[src/rtl/core/blls_pkg.sv]
// Shared types and constants for the Bernoulli log-likelihood and score block.
// Used by every module under rtl/core; depends on nothing.
package blls_pkg;

    typedef enum logic {
        KIND_COEF = 1'b0,
        KIND_FEAT = 1'b1
    } t_kind;

    typedef struct packed {
        logic               action;
        logic [3:0]         coef_index;
        logic signed [15:0] value;
        logic signed [15:0] label;
    } t_in_item;

    typedef struct packed {
        logic [3:0]         feature_index;
        logic signed [31:0] log_likelihood;
        logic signed [47:0] score;
        logic               score_saturated;
        logic               last;
    } t_out_item;

    typedef struct packed {
        t_kind              kind;
        logic [3:0]         slot;
        logic signed [15:0] value;
        logic signed [15:0] label;
    } t_job;

    typedef struct packed {
        logic valid;
        t_job job;
    } t_q_out;

    localparam logic signed [31:0] LN2_Q30   = 32'sd744261118;
    localparam logic signed [29:0] LOG2_BIAS = 30'sd402653184;
    localparam logic signed [61:0] LN_HALF   = 62'sd536870912;
    localparam logic signed [40:0] ONE_Q24   = 41'sd16777216;
    localparam logic signed [17:0] ONE_Q14   = 18'sd16384;
    localparam logic signed [51:0] LL_HALF   = 52'sd8192;
    localparam logic signed [31:0] LL_MAX    = 32'sh7FFFFFFF;
    localparam logic signed [31:0] LL_MIN    = 32'sh80000000;
    localparam logic signed [56:0] SCORE_MAX = 57'sd140737488355327;
    localparam logic signed [56:0] SCORE_MIN = -57'sd140737488355328;

endpackage

[src/rtl/core/blls_front.sv]
// Front end: accepts input items, classifies them and queues them for the back end.
// Depends on blls_pkg.
module blls_front import blls_pkg::*; #(
    parameter int MAX_FEATURES = 16
) (
    input  logic     i_clk,
    input  logic     i_rst_n,
    input  logic     i_in_valid,
    output logic     o_in_stall,
    input  t_in_item i_in_item,
    input  logic     i_pop,
    output t_q_out   o_q
);

    t_job       r_mem [2];
    logic       r_wp, r_rp;
    logic [1:0] r_cnt;
    logic       w_keep, w_push;
    t_job       w_job;

    always_comb begin
        w_job.kind  = i_in_item.action ? KIND_FEAT : KIND_COEF;
        w_job.slot  = i_in_item.coef_index;
        w_job.value = i_in_item.value;
        w_job.label = i_in_item.label;
    end

    // drop coefficient writes beyond the table
    assign w_keep     = i_in_item.action || (int'(i_in_item.coef_index) < MAX_FEATURES);
    assign o_in_stall = (r_cnt == 2'd2);
    assign w_push     = i_in_valid && !o_in_stall && w_keep;
    assign o_q.valid  = (r_cnt != 2'd0);
    assign o_q.job    = r_mem[r_rp];

    always_ff @(posedge i_clk) begin
        if (!i_rst_n) begin
            r_wp  <= 1'b0;
            r_rp  <= 1'b0;
            r_cnt <= 2'd0;
        end else begin
            if (w_push) r_wp <= ~r_wp;
            if (i_pop)  r_rp <= ~r_rp;
            r_cnt <= r_cnt + {1'b0, w_push} - {1'b0, i_pop};
        end
    end

    always_ff @(posedge i_clk) begin
        if (w_push) r_mem[r_wp] <= w_job;
    end

endmodule

[config.mk]
export PLATFORM = sky130hd
export DESIGN_NAME = blls_front
export DESIGN_NICKNAME = d
export VERILOG_FILES = /design/src/rtl/core/blls_pkg.sv /design/src/rtl/core/blls_front.sv
export SDC_FILE = /design/constraint.sdc
export NUM_CORES = 1
export LEC_CHECK = 0
export ABC_AREA = 1
export BUFFER_PORTS_ARGS = -buffer_cell sky130_fd_sc_hd__buf_2
export CORE_MARGIN = 4
export CORE_UTILIZATION = 24
export DETAILED_ROUTE_END_ITERATION = 8
export PLACE_DENSITY_LB_ADDON = 0.2
export SYNTH_ARGS = -nofsm -noshare
export SYNTH_HDL_FRONTEND = slang
export SYNTH_SLANG_ARGS = --single-unit
[constraint.sdc]
create_clock -name i_clk -period 2.49 [get_ports i_clk]
set_input_delay 0.498 -clock i_clk [delete_from_list [all_inputs] [get_ports i_clk]]
set_output_delay 0.498 -clock i_clk [all_outputs]
set_load 0.02 [all_outputs]
# Yosys cells after proc, flatten, opt, wreduce, memory -nomap -nowiden
# Memory sizes are Yosys's and may differ from the RTL's. A register that Yosys moved wholly into a read port is not among the register bits.
# Cells that the tools add are included.
dict set report totals {
  regBits 4
  latch_bits 0
  ramBits 74
  romBits 0
  wordCells 17
  n_memories 1
}
# memory words word_bits read_ports rd_clocked_by_memory_dff wr line_no
set memory_table {}
lappend memory_table {r_mem 2 37 1 1 1 blls_front.sv:15} ;# t_job r_mem [2];
dict set report op_classes {
  add_sub_neg 2
  multipliers 0
  div 0
  magnitude_cmp 0
  eq_ne 1
  shifts 0
  mux 5
  n_bitwise 2
  reduce_logical 3
}
# operator count
set ops {}
lappend ops {{$mux 1} 5}
lappend ops {{$add 2x1->2} 1}
lappend ops {{$eq 2x2->1 const B} 1}
lappend ops {{$not 1->1} 2}
lappend ops {{$reduce_bool 2->1} 1}
lappend ops {{$sub 2x1->2} 1}
lappend ops {{$logic_and 1x1->1} 1}
lappend ops {{$logic_not 1->1} 1}

# Longest topological paths before layout
# Gate-level depths: netlist of the first run.
dict set report depth {
  word_depth 5
  ltp_mapped 11
  depth_no_buf 11
}

# Worst setup path after synthesis of the first run
# OpenSTA, ideal clock, no wires.
dict set report synth_timing {
  path_kind {input port to flip-flop}
  start {input port i_in_valid}
  end {memory r_mem[0][0] in the netlist's numbering, enable pin}
  setup_time_ns 0.431
  arrival_ns 2.126
  slack_ns -0.068
  cell_stages 2
  path_cell_list {nand2_1 > nor2_1}
}
dict set report synth_via {
  elab_chain_len 3
}
# element line_no
set synth_rtl {}
lappend synth_rtl {{from (decl)} blls_front.sv:8} ;# input logic i_in_valid,
lappend synth_rtl {{$logic_and 1x1->1} blls_front.sv:31} ;# assign w_push = i_in_valid && !o_in_stall && w_keep;
lappend synth_rtl {{$mux 1} blls_front.sv:48} ;# if (w_push) r_mem[r_wp] <= w_job;
lappend synth_rtl {{$mux 1 (implied by the code)} blls_front.sv:48}
lappend synth_rtl {{to (decl)} blls_front.sv:15}
# No other way between the ends.

==> impl_metrics.tcl, run 1 <==
set metrics [dict create \
    ys_seq_area_share_pct 76.0 \
    cts_setup_buffers 0 \
    die_y_um 121 \
    drv_slew 0 \
    grtUsageTotal_pct 8.52 \
    crit_chain "buf_12 > mux2_2 > buf_2" \
    h-tree-depth 3 \
    drive_gt1_share_pct 56.0 \
    finalSetupViolCount 0 \
    rr_worst_depth 10 \
    antenna_found_initial 0 \
    via_per_inst 3.77 \
    die-width_um 121 \
    drt.antenna.violating_nets 0 \
    required_ps 1990 \
    min_path_type "in -> reg" \
    die-area_mm2 0.0146 \
    wl_um 5790 \
    fin_tns_setup_ps 0 \
    crit_buf_inv 2 \
    r2r-start "r_cnt[0]$_SDFF_PN0_" \
    grt_util_met1_pct 8.55 \
    critPathKind "reg -> out" \
    postSynthCellCount 149 \
    crit_end "o_q[2]" \
    clock_path_buffers 2 \
    post-route-period-util_pct 85.4 \
    hold_ws_ps 350 \
    port_buffers 79 \
    drc_errors 0 \
    final_common_cell "buf_2" \
    status "finished, final reports clean" \
    core-area_mm2 0.0122 \
    yosys_warnings 0 \
    avgSynthCellArea_um2 20.5 \
    syn_area_mm2 0.00305 \
    slew_headroom_pct 63.7 \
    diodes 0 \
    row_count 40 \
    endpoint_kind "primary output" \
    fmax_ghz 0.470 \
    worstPathMaxFanout 32 \
    p_leak_nw 1.57 \
    path_clk_slew_ps 60 \
    place_ws_ps 705 \
    dp.cells 395 \
    syn_to_final_growth_pct 29.6 \
    slowest_delay_ps 450 \
    drtIter0Drc 51 \
    final_cell_mix "buf_2 (79), edfxtp_1 (74), mux2_4 (30)" \
    final_cells 411 \
    cpLargestDelayFamily "flip-flops" \
    rsz0062_at_grt "false" \
    rr_endpoint "r_cnt[1]$_SDFF_PN0_" \
    grt_busiest_layer "met2" \
    utilization_pct 32.4 \
    fin_nets 281 \
    root_buffer "clkbuf_16" \
    ir_drop_uv 304 \
    wire_per_inst_um 14.1 \
    grt_use_met3_pct 4.21 \
    finalHoldViolations 0 \
    ctsHoldBuffers 0 \
    cts_resized 0 \
    grt_max_degree 38 \
    reg2reg_slack_ps 990 \
    grt_overflow 0 \
    cts.sinks 79 \
    p_per_area_mw_per_mm2 879 \
    start_util_pct 25.0 \
    syn-num-nets 192 \
    ys_seq_elements 79 \
    met2_usage_pct 14.0 \
    via_count 1548 \
    fin_ws_ps 364 \
    drtPass1Iterations 4 \
    period_needed_ps 2130 \
    grt_pass1_wl_um 8910 \
    netlist-cell-type-count 12 \
    cp.depth 3 \
    clk-insertion-delay-late_ps 330 \
    maxCapViolCount 0 \
    arrival_ps 1630 \
    cts_tree "done" \
    dp_hpwl_um 3800 \
    ios 80 \
    routabilityCongestion 0.683 \
    grt_pass1_vias 1704 \
    numCtsBuffers 9 \
    skew_ps 5.39 \
    cp-start-kind "register" \
    cp_slowest_cell "dfxtp_2" \
    worstMarginPinSlew_ps 545 \
]
-- synth_stat cells --
cell type,instances,area [µm²]
dfxtp_1,5,100
nand3_1,2,10.0
edfxtp_1,74,2220
nand2_1,10,37.5
a21oi_1,2,10.0
buf_6,1,11.3
ha_1,2,25.0
mux2_4,30,450
buf_12,3,60.1
mux2_2,7,78.8
nor2_1,6,22.5
inv_1,7,26.3
-- logic make-up (layout without fill, tap and decap cells) --
| group | Yosys count | after routing | share of synthesized area [%] |
|---|---|---|---|
| simple gates | 18 | 18 | 2.29 |
| mux | 37 | 37 | 17.3 |
| compound gates | 2 | 2 | 0.328 |
| fa+ha+maj | 2 | 2 | 0.819 |
| flops | 79 | 79 | 76.0 |
| buf+inv | 11 | 105 | 3.20 |
-- where the power goes --
group          total [mW]  leakage [nW]  switching [mW]  internal (mW)
registers            1.62         0.731          0.0335           1.59
clock network        1.37         0.157           0.495          0.875
logic               0.488         0.684           0.280          0.208
-- worst min-delay path by stage --
| stage | from | endpoint | slack, ps | depth (start not counted) |
|---|---|---|---|---|
| 6_report | i_in_item[2] | r_mem[0][2]$_DFFE_PP_ | 350 | 1 |
| 3_5_place_dp | r_rp$_SDFFE_PN0P_ | r_rp$_SDFFE_PN0P_ | 500 | 2 |
| 2_1_floorplan | r_rp$_SDFFE_PN0P_ | register | 460 | 2 |
| 3_3_place_gp | r_rp$_SDFFE_PN0P_ | r_rp$_SDFFE_PN0P_ | 480 | 2 |
| 5_1_grt | i_in_item[33] | r_mem[0][33]$_DFFE_PP_ | 320 | 1 |
| 4_1_cts | i_in_item[33] | r_mem[1][33]$_DFFE_PP_ | 330 | 1 |
-- metal layers --
layer	part of all wire (%)	wire [µm]
met1	39	2250
met2	50	2900
met3	8.4	487
met4	2.6	152
met5	0	0
-- per-stage QoR --
step | total power, mW | area, µm²
floorplan | 1.98 | 3060
global placement | 2.15 | 3640
detailed placement | 2.15 | 3640
CTS | 3.55 | 3960
global route | 3.65 | 3960
finish | 3.48 | 3960
-- registers in the layout (all words and copies together), names as in the netlist, named ones only --
signal	count
r_mem	74
r_cnt	2
r_rp	1
r_wp	1
-- area by class of cell --
type	count	area, µm²
timing repair buffer	82	443
clock buffer	10	229
fill	1247	8250
tap	168	210
sequential	79	2320
clock inverter	6	83.8
inverter	7	26.3
multi-input combinational	59	642
Note: power is estimated with default switching activity, not from simulation.
==> run 2: changes to the inputs <==
--- a/config.mk
+++ b/config.mk
@@ -11,6 +11,7 @@
 export CORE_UTILIZATION = 24
 export DETAILED_ROUTE_END_ITERATION = 8
 export PLACE_DENSITY_LB_ADDON = 0.2
+export RECOVER_POWER = 25
 export SYNTH_ARGS = -nofsm -noshare
 export SYNTH_HDL_FRONTEND = slang
 export SYNTH_SLANG_ARGS = --single-unit
==> constraint.sdc (replaced) <==
create_clock -name i_clk -period 1.84 [get_ports i_clk]
set_input_delay 0.368 -clock i_clk [delete_from_list [all_inputs] [get_ports i_clk]]
set_output_delay 0.368 -clock i_clk [all_outputs]
set_load 0.02 [all_outputs]
==> run 2 against run 1 <==
Critical path depth stayed put. Clock skew is 2.1 ps higher. Sequential power is 35% higher. Die area stayed put. First-iteration DRC count is 41% higher. Register-to-register slack worse by 670 ps. Worst hold slack worse by 130 ps. Design area is 0.41% higher. Count of clock-buffer cells in the layout stayed put. Worst setup slack worse by 310 ps. Global-route usage is 0.23 points lower. Sequential share of layout area is 0.18 points lower.
==> impl_metrics.tcl, run 2 (synthesized netlist as in run 1, its figures left out) <==
set metrics [dict create \
    status "finished, final reports clean" \
    die-width_um 121 \
    clk-insertion-delay-late_ps 330 \
    routabilityCongestion 0.662 \
    drv_slew 0 \
    endpoint_kind "primary output" \
    via_per_inst 3.77 \
    required_ps 1470 \
    drtIter0Drc 72 \
    cp_slowest_cell "dfxtp_4" \
    ctsHoldBuffers 0 \
    worstMarginPinSlew_ps 333 \
    antenna_found_initial 0 \
    cts.sinks 79 \
    die-area_mm2 0.0146 \
    numCtsBuffers 9 \
    grt_max_degree 23 \
    largestRegisters "r_mem: 74 flops, r_cnt: 2 flops" \
    clock_path_buffers 2 \
    grt_pass1_wl_um 8850 \
    grt_pass1_vias 1711 \
    final_cell_mix "edfxtp_1 (74), buf_2 (72), mux2_4 (30)" \
    min_path_type "in -> reg" \
    slew_headroom_pct 77.8 \
    rsz0062_at_grt "false" \
    finalHoldViolations 0 \
    drtPass1Iterations 4 \
    crit_chain "buf_12 > mux2_2 > buf_2" \
    fillerInstances 1247 \
    ir_drop_uv 532 \
    fin_nets 286 \
    worstPathMaxFanout 15 \
    port_buffers 79 \
    cts_tree "done" \
    final_common_cell "edfxtp_1" \
    regMostFlops "r_mem" \
    h-tree-depth 3 \
    start_util_pct 25.0 \
    diodes 0 \
    row_count 40 \
    arrival_ps 1420 \
    drc_errors 0 \
    grtUsageTotal_pct 8.29 \
    drt.antenna.violating_nets 0 \
    largest_reg_flops 74 \
    skew_ps 7.47 \
    grt_overflow 0 \
    via_count 1569 \
    period_needed_ps 1780 \
    place_ws_ps 250 \
    dp.cells 399 \
    wl_um 5800 \
    utilization_pct 32.5 \
    core-area_mm2 0.0122 \
    p_per_area_mw_per_mm2 1160 \
    maxCapViolCount 0 \
    p_leak_nw 1.57 \
    ios 80 \
    path_clk_slew_ps 60 \
    die_y_um 121 \
    drive_gt1_share_pct 54.4 \
    dp_hpwl_um 4040 \
    fin_tns_setup_ps 0 \
    critPathKind "reg -> out" \
    fmax_ghz 0.561 \
    slowest_delay_ps 390 \
    wire_per_inst_um 13.9 \
    fin_ws_ps 56.9 \
    cp-start-kind "register" \
    finalSetupViolCount 0 \
    root_buffer "clkbuf_16" \
    syn_to_final_growth_pct 30.1 \
    final_cells 416 \
    post-route-period-util_pct 96.9 \
]
[run 2: path summary, 6_finish.rpt]
path,start,to,slack [ps],depth (start not counted)
setup / recovery,register,o_q[5],60,3
hold reg to reg,r_rp$_SDFFE_PN0P_,r_rp$_SDFFE_PN0P_,500,2
setup reg to reg,r_cnt[0]$_SDFF_PN0_,r_cnt[1]$_SDFF_PN0_,320,10
hold / removal,i_in_item[0],r_mem[0][0]$_DFFE_PP_,220,1
[run 2: where the power goes]
part | switching (mW) | internal [mW]
Combinational | 0.385 | 0.288
Sequential | 0.0422 | 2.15
Clock | 0.695 | 1.06
Total | 1.12 | 3.49
[run 2: per-layer routing]
layer | up-vias | wire (µm) | GRT usage, %
met5 | - | 0 | 0
met4 | 0 | 143 | 4.46
met3 | 9 | 383 | 3.70
met2 | 55 | 2640 | 12.6
met1 | 757 | 2630 | 9.84
li1 | 748 | - | -
[run 2: what timing repair did]
item | in CTS | in global routing
hold endpoints to repair | 0 | 0
setup buffers | 1 | 0
endpoints found under the setup margin | 33 | 0
resized for setup | 1 | 0
[run 2: worst max-delay path: cells and delay by family (launching register included)]
family	cells	cell delay [ps]
flops	1	390
mux	1	350
buf+inv	2	330
[run 2: cell type report]
class                   instances  area [µm²]  area share [%]
inverters                       7        26.3           0.661
clock buffers                  10         229            5.76
repair buffers                 87         472            11.9
multi-input cells              59         642            16.2
well taps                     168         210            5.29
clock inverters                 6        68.8            1.73
flip-flops and latches         79        2330            58.5
[run 2: metrics by stage]
step,power [mW],instance area [µm²],hold WS (ps)
final,4.61,3970,220
after CTS,4.69,3980,199
after global placement,2.91,3670,479
after floorplan,2.68,3060,461
after global routing,4.80,3970,199
after detailed placement,2.92,3670,496
